**config.mk**
```make
export PLATFORM = sky130hd
export DESIGN_NAME = neighbor_route_table_update_unit_flat
export DESIGN_NICKNAME = d
export VERILOG_FILES = /design/src/hw/rtl/nrt_pkg.sv /design/src/hw/rtl/nrt_if.sv /design/src/hw/rtl/nrt_table.sv /design/src/hw/rtl/nrt_seq.sv /design/src/hw/rtl/neighbor_route_table_update_unit.sv /design/src/flat_wrapper.sv
export SDC_FILE = /design/constraint.sdc
export NUM_CORES = 1
export LEC_CHECK = 0
export BUFFER_PORTS_ARGS = -buffer_cell sky130_fd_sc_hd__clkbuf_2
export CAP_MARGIN = 25
export CORE_ASPECT_RATIO = 0.5
export CORE_MARGIN = 3
export CORE_UTILIZATION = 56
export DETAILED_ROUTE_END_ITERATION = 12
export PLACE_DENSITY = 0.8
export SLEW_MARGIN = 40
export SYNTH_ARGS = -nofsm -noshare
export SYNTH_HDL_FRONTEND = slang
export SYNTH_HIERARCHICAL = 1
export SYNTH_SLANG_ARGS = --single-unit
```
**constraint.sdc**
```tcl
create_clock -name clk -period 4.6 [get_ports clk]
set_clock_uncertainty 0.2 [all_clocks]
set_input_delay 0.23 -clock clk [delete_from_list [all_inputs] [get_ports clk]]
set_output_delay 0.23 -clock clk [all_outputs]
set_load 0.02 [all_outputs]
```
**src/hw/rtl/nrt_pkg.sv**
```systemverilog
// Package for the neighbor route table update unit.
// Holds field types, status and register codes and reset values; no dependencies.

package nrt_pkg;

	localparam int NRT_TABLE_ENTRIES = 16;

	typedef logic [7:0] id_t;
	typedef logic [2:0] status_t;
	typedef logic [3:0] slot_t;
	typedef logic [1:0] cfg_idx_t;

	localparam status_t ST_IGNORED  = 3'd0;
	localparam status_t ST_UPDATED  = 3'd1;
	localparam status_t ST_KEPT     = 3'd2;
	localparam status_t ST_INSERTED = 3'd3;
	localparam status_t ST_FULL     = 3'd4;

	localparam cfg_idx_t CFG_OWN_ID       = 2'd0;
	localparam cfg_idx_t CFG_EMPTY_MARKER = 2'd1;
	localparam cfg_idx_t CFG_MAX_HOPS     = 2'd2;

	localparam id_t OWN_ID_RST       = 8'd255;
	localparam id_t EMPTY_MARKER_RST = 8'd255;
	localparam id_t MAX_HOPS_RST     = 8'd1;

	localparam id_t ENTRY_NODE_RST = 8'd255;
	localparam id_t ENTRY_NH_RST   = 8'd0;
	localparam id_t ENTRY_HOPS_RST = 8'd255;

	typedef struct packed {
		id_t node;
		id_t next_hop;
		id_t hops;
	} entry_t;

	typedef struct packed {
		id_t own_id;
		id_t empty_marker;
		id_t max_hops;
	} cfg_t;

	typedef struct packed {
		status_t status;
		slot_t   slot;
		id_t     next_hop;
		id_t     hops;
	} result_t;

endpackage

```
**src/hw/rtl/nrt_if.sv**
```systemverilog
// Channel interfaces of the neighbor route table update unit.
// Depends on nrt_pkg for the field types.

interface nrt_in_if;
	logic          valid;
	logic          ready;
	nrt_pkg::id_t  node_id;
	nrt_pkg::id_t  next_hop;
	nrt_pkg::id_t  hop_count;

	modport source (output valid, node_id, next_hop, hop_count, input ready);
	modport sink (input valid, node_id, next_hop, hop_count, output ready);
endinterface

interface nrt_out_if;
	logic             valid;
	logic             ready;
	nrt_pkg::status_t status;
	nrt_pkg::slot_t   slot;
	nrt_pkg::id_t     stored_next_hop;
	nrt_pkg::id_t     stored_hops;

	modport source (output valid, status, slot, stored_next_hop, stored_hops, input ready);
	modport sink (input valid, status, slot, stored_next_hop, stored_hops, output ready);
endinterface

interface nrt_cfg_if;
	logic              valid;
	logic              ready;
	nrt_pkg::cfg_idx_t index;
	nrt_pkg::id_t      data;

	modport source (output valid, index, data, input ready);
	modport sink (input valid, index, data, output ready);
endinterface

```
**src/hw/rtl/nrt_table.sv**
```systemverilog
// Neighbor table storage: one write and one registered read port, plus valid flops.
// Depends on nrt_pkg; an entry that was never written reads as its reset value.

module nrt_table #(
	parameter int TABLE_ENTRIES = nrt_pkg::NRT_TABLE_ENTRIES,
	parameter int IW = (TABLE_ENTRIES > 1) ? $clog2(TABLE_ENTRIES) : 1
) (
	input  logic            clk,
	input  logic            arst_n,
	input  logic            rd_en,
	input  logic [IW-1:0]   rd_idx,
	input  logic            wr_en,
	input  logic [IW-1:0]   wr_idx,
	input  nrt_pkg::entry_t wr_data,
	output nrt_pkg::entry_t rd_data
);
	import nrt_pkg::*;

	entry_t                   mem [TABLE_ENTRIES];
	logic [TABLE_ENTRIES-1:0] vld_q;
	entry_t                   rd_data_q;
	logic                     rd_vld_q;

	always_ff @(posedge clk) begin
		if (wr_en) begin
			mem[wr_idx] <= wr_data;
		end
		if (rd_en) begin
			rd_data_q <= mem[rd_idx];
		end
	end

	always_ff @(posedge clk or negedge arst_n) begin
		if (!arst_n) begin
			vld_q    <= '0;
			rd_vld_q <= 1'b0;
		end else begin
			if (wr_en) begin
				vld_q[wr_idx] <= 1'b1;
			end
			if (rd_en) begin
				rd_vld_q <= vld_q[rd_idx];
			end
		end
	end

	always_comb begin
		if (rd_vld_q) begin
			rd_data = rd_data_q;
		end else begin
			rd_data.node     = ENTRY_NODE_RST;
			rd_data.next_hop = ENTRY_NH_RST;
			rd_data.hops     = ENTRY_HOPS_RST;
		end
	end

endmodule

```
**src/hw/rtl/nrt_seq.sv**
```systemverilog
// Sequencer: walks the table one entry per cycle through a shared compare unit,
// decides ignore, update, keep, insert or full, and holds the result register. Uses nrt_pkg.

module nrt_seq #(
	parameter int TABLE_ENTRIES = nrt_pkg::NRT_TABLE_ENTRIES,
	parameter int IW = (TABLE_ENTRIES > 1) ? $clog2(TABLE_ENTRIES) : 1
) (
	input  logic             clk,
	input  logic             arst_n,
	input  nrt_pkg::cfg_t    cfg,
	input  logic             in_valid,
	output logic             in_ready,
	input  nrt_pkg::entry_t  in_data,
	output logic             out_valid,
	input  logic             out_ready,
	output nrt_pkg::result_t out_data,
	output logic             rd_en,
	output logic [IW-1:0]    rd_idx,
	input  nrt_pkg::entry_t  rd_data,
	output logic             wr_en,
	output logic [IW-1:0]    wr_idx,
	output nrt_pkg::entry_t  wr_data
);
	import nrt_pkg::*;

	localparam int CW = $clog2(TABLE_ENTRIES + 1);
	localparam logic [CW-1:0] LAST_CNT = CW'(TABLE_ENTRIES);

	localparam logic [1:0] S_IDLE   = 2'd0;
	localparam logic [1:0] S_SCAN   = 2'd1;
	localparam logic [1:0] S_FINISH = 2'd2;

	logic [1:0]    state_q;
	entry_t        req_q;
	logic [CW-1:0] cnt_q;
	logic          vld_s1;
	logic [IW-1:0] idx_s1;
	logic          have_empty_q;
	logic [IW-1:0] empty_idx_q;
	result_t       pend_q;
	result_t       res_q;
	logic          out_vld_q;

	logic ignore;
	logic match;
	logic take_new;
	logic empty_hit;
	logic scan_end;
	logic out_free;

	assign in_ready  = (state_q == S_IDLE);
	assign out_valid = out_vld_q;
	assign out_data  = res_q;
	assign out_free  = !out_vld_q || out_ready;

	always_comb begin
		ignore    = (in_data.hops > cfg.max_hops) || (in_data.node == cfg.own_id) ||
		            (in_data.node == cfg.empty_marker);
		match     = vld_s1 && (rd_data.node == req_q.node);
		take_new  = (req_q.hops <= rd_data.hops) || (rd_data.next_hop == req_q.next_hop);
		empty_hit = vld_s1 && (rd_data.node == cfg.empty_marker);
		scan_end  = !vld_s1 && (cnt_q == LAST_CNT);

		rd_en   = (state_q == S_SCAN) && (cnt_q < LAST_CNT) && !match;
		rd_idx  = cnt_q[IW-1:0];
		wr_en   = (state_q == S_SCAN) &&
		          ((match && take_new) || (scan_end && have_empty_q));
		wr_idx  = match ? idx_s1 : empty_idx_q;
		wr_data = req_q;
	end

	always_ff @(posedge clk) begin
		if (in_valid && in_ready) begin
			req_q <= in_data;
		end
		if (rd_en) begin
			idx_s1 <= cnt_q[IW-1:0];
		end
		if (state_q == S_SCAN && empty_hit && !have_empty_q) begin
			empty_idx_q <= idx_s1;
		end
		if (state_q == S_IDLE && in_valid) begin
			pend_q <= '{status: ST_IGNORED, slot: '0, next_hop: '0, hops: '0};
		end else if (state_q == S_SCAN) begin
			if (match) begin
				pend_q.slot <= slot_t'(idx_s1);
				if (take_new) begin
					pend_q.status   <= ST_UPDATED;
					pend_q.next_hop <= req_q.next_hop;
					pend_q.hops     <= req_q.hops;
				end else begin
					pend_q.status   <= ST_KEPT;
					pend_q.next_hop <= rd_data.next_hop;
					pend_q.hops     <= rd_data.hops;
				end
			end else if (scan_end) begin
				if (have_empty_q) begin
					pend_q <= '{status: ST_INSERTED, slot: slot_t'(empty_idx_q),
					            next_hop: req_q.next_hop, hops: req_q.hops};
				end else begin
					pend_q <= '{status: ST_FULL, slot: '0, next_hop: '0, hops: '0};
				end
			end
		end
		if (state_q == S_FINISH && out_free) begin
			res_q <= pend_q;
		end
	end

	always_ff @(posedge clk or negedge arst_n) begin
		if (!arst_n) begin
			state_q      <= S_IDLE;
			cnt_q        <= '0;
			vld_s1       <= 1'b0;
			have_empty_q <= 1'b0;
			out_vld_q    <= 1'b0;
		end else begin
			if (state_q == S_FINISH && out_free) begin
				out_vld_q <= 1'b1;
			end else if (out_valid && out_ready) begin
				out_vld_q <= 1'b0;
			end
			case (state_q)
				S_IDLE: begin
					cnt_q        <= '0;
					vld_s1       <= 1'b0;
					have_empty_q <= 1'b0;
					if (in_valid) begin
						state_q <= ignore ? S_FINISH : S_SCAN;
					end
				end
				S_SCAN: begin
					vld_s1 <= rd_en;
					if (rd_en) begin
						cnt_q <= cnt_q + 1'b1;
					end
					if (empty_hit) begin
						have_empty_q <= 1'b1;
					end
					if (match || scan_end) begin
						state_q <= S_FINISH;
					end
				end
				S_FINISH: begin
					if (out_free) begin
						state_q <= S_IDLE;
					end
				end
				default: begin
					state_q <= S_IDLE;
				end
			endcase
		end
	end

endmodule

```
**src/hw/rtl/neighbor_route_table_update_unit.sv**
```systemverilog
// Top level of the neighbor route table update unit: configuration registers,
// table storage and scan sequencer. Depends on nrt_pkg, nrt_if, nrt_table, nrt_seq.
//
//   channel  direction  carries
//   cfg      in         register index and write data, always ready
//   req      in         node_id, next_hop, hop_count route report
//   rsp      out        status, slot, stored_next_hop, stored_hops
//
// An ignored report reaches rsp without a table scan; any other waits for the scan that
// reads one table entry per cycle through a single registered read port and stops at
// the first match. Reset empties the table at once through per-entry valid flops.
// req is not ready from its transfer until the result is loaded for rsp; a result
// waiting on rsp does not block the next transfer on req, only that report's result.

module neighbor_route_table_update_unit #(
	parameter int TABLE_ENTRIES = nrt_pkg::NRT_TABLE_ENTRIES
) (
	input logic       clk,
	input logic       arst_n,
	nrt_cfg_if.sink   cfg,
	nrt_in_if.sink    req,
	nrt_out_if.source rsp
);
	import nrt_pkg::*;

	localparam int IW = (TABLE_ENTRIES > 1) ? $clog2(TABLE_ENTRIES) : 1;

	cfg_t          cfg_q;
	entry_t        in_data;
	result_t       out_data;
	logic          rd_en;
	logic [IW-1:0] rd_idx;
	entry_t        rd_data;
	logic          wr_en;
	logic [IW-1:0] wr_idx;
	entry_t        wr_data;

	assign cfg.ready = 1'b1;

	always_ff @(posedge clk or negedge arst_n) begin
		if (!arst_n) begin
			cfg_q.own_id       <= OWN_ID_RST;
			cfg_q.empty_marker <= EMPTY_MARKER_RST;
			cfg_q.max_hops     <= MAX_HOPS_RST;
		end else if (cfg.valid) begin
			case (cfg.index)
				CFG_OWN_ID:       cfg_q.own_id       <= cfg.data;
				CFG_EMPTY_MARKER: cfg_q.empty_marker <= cfg.data;
				CFG_MAX_HOPS:     cfg_q.max_hops     <= cfg.data;
				default: begin
				end
			endcase
		end
	end

	assign in_data.node     = req.node_id;
	assign in_data.next_hop = req.next_hop;
	assign in_data.hops     = req.hop_count;

	assign rsp.status          = out_data.status;
	assign rsp.slot            = out_data.slot;
	assign rsp.stored_next_hop = out_data.next_hop;
	assign rsp.stored_hops     = out_data.hops;

	nrt_seq #(
		.TABLE_ENTRIES (TABLE_ENTRIES),
		.IW            (IW)
	) u_seq (
		.clk       (clk),
		.arst_n    (arst_n),
		.cfg       (cfg_q),
		.in_valid  (req.valid),
		.in_ready  (req.ready),
		.in_data   (in_data),
		.out_valid (rsp.valid),
		.out_ready (rsp.ready),
		.out_data  (out_data),
		.rd_en     (rd_en),
		.rd_idx    (rd_idx),
		.rd_data   (rd_data),
		.wr_en     (wr_en),
		.wr_idx    (wr_idx),
		.wr_data   (wr_data)
	);

	nrt_table #(
		.TABLE_ENTRIES (TABLE_ENTRIES),
		.IW            (IW)
	) u_table (
		.clk     (clk),
		.arst_n  (arst_n),
		.rd_en   (rd_en),
		.rd_idx  (rd_idx),
		.wr_en   (wr_en),
		.wr_idx  (wr_idx),
		.wr_data (wr_data),
		.rd_data (rd_data)
	);

endmodule

```
**src/flat_wrapper.sv**
```systemverilog
// flat-port wrapper written by rule: the top's interface ports become plain ports
module neighbor_route_table_update_unit_flat import nrt_pkg::*;
#(
	parameter int TABLE_ENTRIES = nrt_pkg::NRT_TABLE_ENTRIES
)
  (clk, arst_n, cfg_valid, cfg_index, cfg_data, cfg_ready, req_valid, req_node_id, req_next_hop, req_hop_count, req_ready, rsp_valid, rsp_status, rsp_slot, rsp_stored_next_hop, rsp_stored_hops, rsp_ready);
  nrt_cfg_if cfg_i ();
  nrt_in_if req_i ();
  nrt_out_if rsp_i ();
  input logic clk;
  input logic arst_n;
  input wire logic [$bits(cfg_i.valid)-1:0] cfg_valid;
  input wire logic [$bits(cfg_i.index)-1:0] cfg_index;
  input wire logic [$bits(cfg_i.data)-1:0] cfg_data;
  output wire logic [$bits(cfg_i.ready)-1:0] cfg_ready;
  input wire logic [$bits(req_i.valid)-1:0] req_valid;
  input wire logic [$bits(req_i.node_id)-1:0] req_node_id;
  input wire logic [$bits(req_i.next_hop)-1:0] req_next_hop;
  input wire logic [$bits(req_i.hop_count)-1:0] req_hop_count;
  output wire logic [$bits(req_i.ready)-1:0] req_ready;
  output wire logic [$bits(rsp_i.valid)-1:0] rsp_valid;
  output wire logic [$bits(rsp_i.status)-1:0] rsp_status;
  output wire logic [$bits(rsp_i.slot)-1:0] rsp_slot;
  output wire logic [$bits(rsp_i.stored_next_hop)-1:0] rsp_stored_next_hop;
  output wire logic [$bits(rsp_i.stored_hops)-1:0] rsp_stored_hops;
  input wire logic [$bits(rsp_i.ready)-1:0] rsp_ready;
  assign cfg_i.valid = cfg_valid;
  assign cfg_i.index = cfg_index;
  assign cfg_i.data = cfg_data;
  assign cfg_ready = cfg_i.ready;
  assign req_i.valid = req_valid;
  assign req_i.node_id = req_node_id;
  assign req_i.next_hop = req_next_hop;
  assign req_i.hop_count = req_hop_count;
  assign req_ready = req_i.ready;
  assign rsp_valid = rsp_i.valid;
  assign rsp_status = rsp_i.status;
  assign rsp_slot = rsp_i.slot;
  assign rsp_stored_next_hop = rsp_i.stored_next_hop;
  assign rsp_stored_hops = rsp_i.stored_hops;
  assign rsp_i.ready = rsp_ready;
  neighbor_route_table_update_unit #(.TABLE_ENTRIES(TABLE_ENTRIES)) u_core (.clk(clk), .arst_n(arst_n), .cfg(cfg_i), .req(req_i), .rsp(rsp_i));
endmodule
```
======== Word-level counts from Yosys, hierarchy flattened ========
Memories as Yosys holds them, arrays and structs flattened. A register that Yosys moved wholly into a read port is not among the register bits.
Index checks and enable logic that the tools add are counted.
word-level totals
  RAM bits ................................ 384
  memories ................................ 1
  word-level logic and storage cells ...... 108
  register bits after elaboration ......... 129
  output and inout bits ................... 26
  input bits .............................. 39
memory list
  name                depth  width  rd ports  clocked after Yosys merged registers in  wr ports  line             text
  u_core.u_table.mem  16     24     1         1                                        1         nrt_table.sv:19  entry_t mem [TABLE_ENTRIES];
operators by class
  add/subtract/negate cells ............... 1
  reduce and logical (&&, ||, !) cells .... 36
  $lt $le $gt $ge ......................... 6
  equality and inequality tests ........... 15
  multiplexer cells ....................... 25
  bitwise gates (word level) .............. 1
operators by type and width
  cell                 number
  $mux 23              3
  $eq 8x8->1           5
  $mux 24              1
  $mux 16              1
  $or 16x16->16        1
  $logic_and 1x1->1    14
  $reduce_and 2->1     6
  $lt 4x5->1 const B   2
  $mux 2               5
  $pmux 5 s2           1
  $gt 8x8->1           1
  $le 8x8->1           1
  $mux 1               7
  $logic_or 1x1->1     6
  $ne 2x2->1 const B   3
  $pmux 2 s3           1
  $reduce_bool 2->1    3
  $add 5x1->5 const B  1
  $eq 5x5->1 const B   1
  $lt 5x5->1 const B   1
  $mux 5               1
  $bmux 1 s4           1
  $demux 1 s4          1
  $eq 2x1->1 const B   2
  8 further kinds      15

======== Longest topological paths before layout ========
Gate-level depths: netlist of the first run.
  depth after elaboration ................. 9
  gate-level depth with buffers ........... 13
  depth with buffers taken out ............ 11

======== Hierarchy ========
Netlist of the first run, hierarchy kept.
by module, submodules not included
  module                            area an instance (µm²)  cells each  times used  sequential area each (µm²)
  nrt_table                         16,133.0                646         1           12,677.2
  nrt_seq                           4,083.9                 323         1           2,362.3
  neighbor_route_table_update_unit  944.7                   53          1           621.8

======== Worst setup path after synthesis of the first run ========
No wires, ideal clock.
  kind .................................... reg-to-reg
  start point ............................. register u_core.u_table.rd_vld_q
  end point ............................... memory u_core/u_table/mem[0][0] (netlist name), enable pin
  slack ................................... -408 ps
  path buffers ............................ 2
  stages on the path, launching flop included .. 13
  setup time .............................. 437 ps
  arrival time ............................ 4,371 ps
  data required time ...................... 3,963 ps
  period minus slack after synthesis ...... 5,008 ps
  path through ............................ dfrtp_1 -> clkbuf_1 -> nand2b_1 -> inv_1 -> ha_1 -> nor2b_1 -> o211ai_1 -> a21oi_1 -> o221a_4 -> o21ai_2 -> buf_4 -> or3b_2 -> nor3_1
RTL lines
  what                    line             text
  from (decl)             nrt_table.sv:22  logic rd_vld_q;
  from (signal assigned)  nrt_table.sv:42  rd_vld_q <= vld_q[rd_idx];
  to (decl)               nrt_table.sv:19

==> run_results.csv, run 1 <==
group,metric,value,unit
cts,clockBufferDepth,3,
global_routing,grt_pass1_wl,75.4,mm
power_and_ir_drop,peakVddDrop,327,uV
setup_path,ff2ff_path_depth,12,
min_path,worst_hold_path_type,"in2reg",
timing,setup_tns,0,ps
setup_path,critical_path_required,4650,ps
global_routing,overflow,0,
finish,nNetsFinal,1222,
placed_design,dp_hpwl,26.5,mm
status,status,"completed",
cts,tritoncts,"yes",
global_routing,antenna_found_initial,1,
die,core_area,0.0366,sq mm
logic_synthesis,synth_fp_nets,1079,
routing,drt_iter0_markers,1491,
power_and_ir_drop,p_leak,8.25,nW
die,initial_core_util,0.578,
timing,setup_viol,0,
cts,cts_setup_buffers,0,
global_routing,grt_pass1_vias,11500,
placed_design,pre_cts_ws,733,ps
logic_synthesis,netlist_instances,1022,
logic_synthesis,synth_area,0.0212,sq mm
placed_design,routabilityCongestion,0.846,
die,die-area,0.0403,sq mm
timing,fin_ws,656,ps
cts,clk_pin_slew_worst_paths,70,ps
setup_path,cp.arrival,4000,ps
global_routing,track_usage,0.260,
routing,ant_nets,0,
logic_synthesis,synth_edf_count,463,
die,io_pins,65,
finish,drive_above_1_share,0.310,
routing,vias,11000,
logic_synthesis,synth-seq-cells,537,
logic_synthesis,synthFlopType,"edfxtp_1",
timing,worst_pin_slew,783,ps
routing,firstDrtPassIters,5,
routing,wl,50.5,mm
logic_synthesis,syn_area_per_cell,20.7,sq um
logic_synthesis,synth_warnings,6,
die,die_x,281,microns
cts,cts_sinks,537,
global_routing,grt_start_max_net_pins,70,
cts,cts_root_buffer,"clkbuf_16",
setup_path,ff2ff_setup_slack,660,ps
setup_path,cp-start-kind,"flip-flop",
die,rows,49,
power_and_ir_drop,pwr_density_cell,506,mW/mm^2
logic_synthesis,yosysTopAreaCell,"edfxtp_1",
logic_synthesis,synth_top_area_share,0.657,
setup_path,crit_path_cell_trace,"buf_4 > nand2b_1 > inv_1 > ha_1 > nor2b_1 > o211ai_1 > a21oi_1 > o221a_4 > o21ai_2 > or3b_2 > nor3_4 > buf_12",
routing,drc,0,
timing,max_freq,254,MHz
die,die_h,143,microns
setup_path,slowest_delay,570,ps
setup_path,worst_path_max_delay_cell,"or3b_2",
timing,period_minus_slack,3940,ps
timing,rsz0062_at_grt,"false",
timing,slew_headroom,0.478,
setup_path,critPathMaxFanout,19,
placed_design,dp.cells,1560,
placed_design,port_buffers,63,
routing,avgRoutedWirePerCell,30.0,microns
logic_synthesis,ys_types,60,
finish,fillerInstances,2149,
job,drv_cap,0,
setup_path,path_class,"reg2reg",
power_and_ir_drop,fin_total_pwr,0.0122,W
setup_path,cp-end-kind,"flip-flop",
cts,numCtsBuffers,45,
routing,via_per_inst,6.55,
min_path,min_path_cells,2,
logic_synthesis,yosysSeqAreaShare,0.740,
finish,regArea,0.0157,sq mm
cts,worstSkewPairLatency,580,ps
timing,slew_violations,0,
cts,cts-htree-levels,2,
timing,hold_viol,0,
finish,fin_cells,1682,
finish,insertedDiodeCount,0,
logic_synthesis,synth_top_cells_by_area,"edfxtp_1 66%, mux4_2 11%, dfrtp_1 4.0%, mux4_1 2.2%, dfxtp_1 2.2%",
finish,syn_to_final_growth,14.3,%
timing,min_period_over_period,0.857,
logic_synthesis,synthArstFlopShare,0.0950,
finish,multi_input_area,0.00519,sq mm
[final timing paths]
| kind | start | endpoint |
|---|---|---|
| setup / recovery | u_core/u_table/rd_vld_q | u_core/u_table/mem[0][12] |
| hold / removal | req_next_hop[0] | u_core/u_seq/wr_data[8] |
| setup reg to reg | u_core/u_table/rd_vld_q | u_core/u_table/mem[0][12] |
| hold reg to reg | u_core/u_seq/pend_q[3] | u_core/u_seq/out_data[3] |
| max in group asynchronous | arst_n | u_core/u_seq/cnt_q[1] |
| min in group asynchronous | arst_n | u_core/u_seq/cnt_q[0] |
[critical path, delay by kind of cell, from the launching register on]
kind            cells  cell delay [ps]
simple gates        4             1250
compound gates      4              770
flops               1              510
fa+ha+maj           1              240
buf+inv             3              640
[cell usage after synthesis (15+ instances only)]
cell type  count
inv_1         20
and3_1        15
or2_2         16
edfxtp_1     463
nor2_1        28
ha_1          18
dfstp_2       17
dfxtp_1       23
xor2_1        19
nand2b_1      21
xnor2_1       22
mux4_1        18
mux2_2        30
mux4_2       106
dfrtp_1       34
[area by class of cell]
| class | count | area share |
|---|---|---|
| sequential | 537 | 0.648 |
| clock inverter | 23 | 0.0111 |
| multi-input combinational | 419 | 0.215 |
| inverter | 20 | 0.00310 |
| clock buffer | 57 | 0.0514 |
| tap | 484 | 0.0250 |
| timing repair buffer | 142 | 0.0472 |
[flip-flops by register name (all words and copies together) (netlist names)]
name	cells
u_core/u_table/mem	384
u_core/cfg_q	24
u_core/u_seq/wr_data	24
u_core/u_table/rd_data_q	24
u_core/u_seq/out_data	23
u_core/u_seq/pend_q	23
u_core/u_table/vld_q	16
u_core/u_seq/cnt_q	5
u_core/u_seq/empty_idx_q	4
u_core/u_seq/idx_s1	4
u_core/u_seq/state_q	2
u_core/u_seq/have_empty_q	1
u_core/u_seq/out_valid	1
u_core/u_seq/vld_s1	1
u_core/u_table/rd_vld_q	1
[timing repair]
action,in CTS,in global routing
hold buffers,42,0
endpoints found under the hold margin,102,0
gates resized for setup,0,0
[layout by cell type, fill, tap and decap left out, types with 5 or more instances in the layout]
| cell | count |
|---|---|
| bufinv_16 | 6 |
| and2_1 | 8 |
| o21ai_0 | 10 |
| clkbuf_1 | 7 |
| clkinv_1 | 8 |
| a21oi_1 | 13 |
| nor2_2 | 13 |
| edfxtp_1 | 463 |
| nor2_1 | 15 |
| nand2_1 | 13 |
| xor2_1 | 19 |
| clkbuf_16 | 47 |
| a221o_2 | 5 |
| dfxtp_1 | 23 |
| inv_1 | 20 |
| clkinv_2 | 5 |
| or2_2 | 16 |
| buf_12 | 10 |
| mux2_2 | 30 |
| clkbuf_2 | 63 |
| ha_1 | 18 |
| mux4_1 | 18 |
| mux2i_1 | 5 |
| xnor2_1 | 22 |
| dlygate4sd3_1 | 42 |
| nand2b_1 | 21 |
| mux4_2 | 106 |
| dfrtp_1 | 31 |
| a221o_1 | 10 |
| nand4_1 | 9 |
| and3_1 | 15 |
| buf_4 | 26 |
| dfstp_2 | 17 |
[metal layers]
metal | part of all wire | global-route usage | vias to the layer above
met5 | 0.00026 | 0 | -
met4 | 0.041 | 0.106 | 2
met3 | 0.11 | 0.0601 | 148
met2 | 0.49 | 0.433 | 733
met1 | 0.36 | 0.340 | 5684
li1 | - | - | 4443
[where the power goes]
part           switching, W  internal, W  total (W)
logic               0.00105      0.00100    0.00206
registers          0.000416      0.00579    0.00620
clock network       0.00173      0.00225    0.00399
[through the flow]
stage,utilization,area (sq um),hold WS (ps)
global route,0.661,24200,175
finish,0.661,24200,175
CTS,0.661,24200,130
global placement,0.608,22300,178
floorplan,-,21200,-266
detailed placement,0.608,22300,196
[cell families after synthesis]
family	Yosys count	synth area share
AO/OA/AOI/OAI	57	0.0204
XOR/XNOR	41	0.0170
buffers and inverters	66	0.0184
other	1	0.000177
multiplexers	159	0.153
adder cells (fa/ha/maj)	18	0.0106
flip-flops	537	0.740
AND/OR/NAND/NOR	143	0.0399
Power figures use the tool's default switching activity.
==> run 2: changes to the inputs <==
Settings changed: CORE_UTILIZATION 56 to 30, PLACE_DENSITY 0.8 to not set, PLACE_DENSITY_LB_ADDON set to 0.25, SKIP_CTS_REPAIR_TIMING set to 1.
==> run_results.csv, run 2 (synthesis gave the netlist of run 1 again) <==
group,metric,value,unit
timing,slew_headroom,0.443,
status,status,"completed",
finish,final_util,0.361,
global_routing,grt_start_max_net_pins,54,
power_and_ir_drop,p_leak,8.41,nW
global_routing,track_usage,0.133,
setup_path,critPathMaxFanout,19,
routing,drc,0,
die,core_area,0.0694,sq mm
finish,fillerInstances,6392,
routing,ant_nets,0,
job,drv_cap,0,
setup_path,ff2ff_setup_slack,860,ps
routing,avgRoutedWirePerCell,22.6,microns
global_routing,antenna_found_initial,0,
setup_path,cp-end-kind,"flip-flop",
finish,multi_input_area,0.00521,sq mm
power_and_ir_drop,peakVddDrop,251,uV
setup_path,cp-start-kind,"flip-flop",
finish,final_cell_mix,"463 x edfxtp_1, 106 x mux4_2, 63 x clkbuf_2",
die,io_pins,65,
timing,min_period_over_period,0.814,
placed_design,routabilityCongestion,0.775,
cts,worstSkewPairLatency,580,ps
die,die-area,0.0740,sq mm
routing,wl,49.1,mm
timing,max_freq,267,MHz
die,rows,68,
timing,slew_violations,0,
routing,drt_iter0_markers,753,
timing,hold_viol,0,
global_routing,overflow,0,
routing,firstDrtPassIters,5,
setup_path,critical_path_required,4640,ps
power_and_ir_drop,pwr_density_cell,494,mW/mm^2
routing,via_per_inst,4.76,
placed_design,port_buffers,63,
min_path,worst_hold_path_type,"in2async",
setup_path,path_class,"reg2reg",
die,die_x,382,microns
global_routing,grt_pass1_wl,73.4,mm
finish,drive_above_1_share,0.323,
timing,setup_viol,0,
global_routing,grt_pass1_vias,10800,
die,initial_core_util,0.305,
timing,period_minus_slack,3740,ps
cts,cts_sinks,537,
cts,clk_pin_slew_worst_paths,60,ps
routing,vias,10400,
timing,rsz0062_at_grt,"false",
cts,tritoncts,"yes",
cts,cts_root_buffer,"clkbuf_16",
finish,final_common_cell,"edfxtp_1",
finish,syn_to_final_growth,18.4,%
finish,largest_reg_flops,384,
cts,clockBufferDepth,3,
finish,regMostFlops,"u_core/u_table/mem",
setup_path,cp.arrival,3790,ps
placed_design,dp_hpwl,30.7,mm
finish,regArea,0.0157,sq mm
timing,worst_pin_slew,836,ps
finish,insertedDiodeCount,0,
finish,nNetsFinal,1250,
cts,numCtsBuffers,51,
cts,cts-htree-levels,2,
die,die_h,194,microns
timing,setup_tns,0,ps
-- run 2: cell count changes in the layout (fill, tap and decap cells not counted), moves of 3 or more --
cell / change
buf_4: +25
clkbuf_1: +5
clkbuf_16: +6
nor2_2: -3
nor2_4: +3
-- run 2: per-layer routing --
| metal | up-vias | GRT usage | part of all wire |
|---|---|---|---|
| met3 | 78 | 0.0218 | 0.043 |
| met2 | 240 | 0.216 | 0.48 |
| met5 | - | 0 | 0 |
| met4 | 0 | 0.0372 | 0.023 |
| li1 | 4513 | - | - |
| met1 | 5537 | 0.184 | 0.45 |
-- run 2: final timing paths --
path | startpoint | endpoint | cells past startpoint
worst max-delay path | u_core/u_table/rd_vld_q | u_core/u_table/mem[2][20] | 12
worst min-delay path | arst_n | u_core/u_seq/state_q[1] | 3
worst max register to register | u_core/u_table/rd_vld_q | u_core/u_table/mem[2][20] | 12
worst min register to register | u_core/u_seq/pend_q[4] | u_core/u_seq/out_data[4] | 0
max in group asynchronous | arst_n | u_core/u_seq/cnt_q[1] | 3
min in group clk | req_next_hop[0] | u_core/u_seq/wr_data[8] | 2
-- run 2: where the power goes --
| part | internal (W) | switching (W) | total (W) |
|---|---|---|---|
| registers | 0.00579 | 0.000322 | 0.00611 |
| logic | 0.00102 | 0.00111 | 0.00213 |
| clock network | 0.00239 | 0.00174 | 0.00413 |
| total | 0.00919 | 0.00318 | 0.0124 |
-- run 2: stage by stage --
stage	setup slack [ps]	instance area [sq um]	hold WS, ps	cells	power [W]
3_5_place_dp	859	23000	209	2043	0.00836
2_1_floorplan	249	21200	-266	1022	0.00764
4_1_cts	843	24600	-424	2134	0.0125
6_report	857	25000	127	2176	0.0124
5_1_grt	612	25000	151	2176	0.0129
3_3_place_gp	899	23000	205	2043	0.00833
-- run 2: area by class of cell --
class,instances,share of cell area
Clock buffer,69,0.0569
Clock inverter,22,0.00819
Timing Repair Buffer,164,0.0511
Multi-Input combinational cell,419,0.208
Sequential cell,537,0.626
Tap cell,945,0.0472
Inverter,20,0.00300
-- run 2: critical path, stage by stage, from the launching register on --
cell and delay (ps):
dfrtp_1 520, buf_4 240, nand2b_1 90, inv_1 50, ha_1 300, nor2b_1 140
o211ai_1 150, a21oi_1 100, o221a_4 270, o21ai_2 250, or3b_2 580, nor2_2 140
buf_4 350
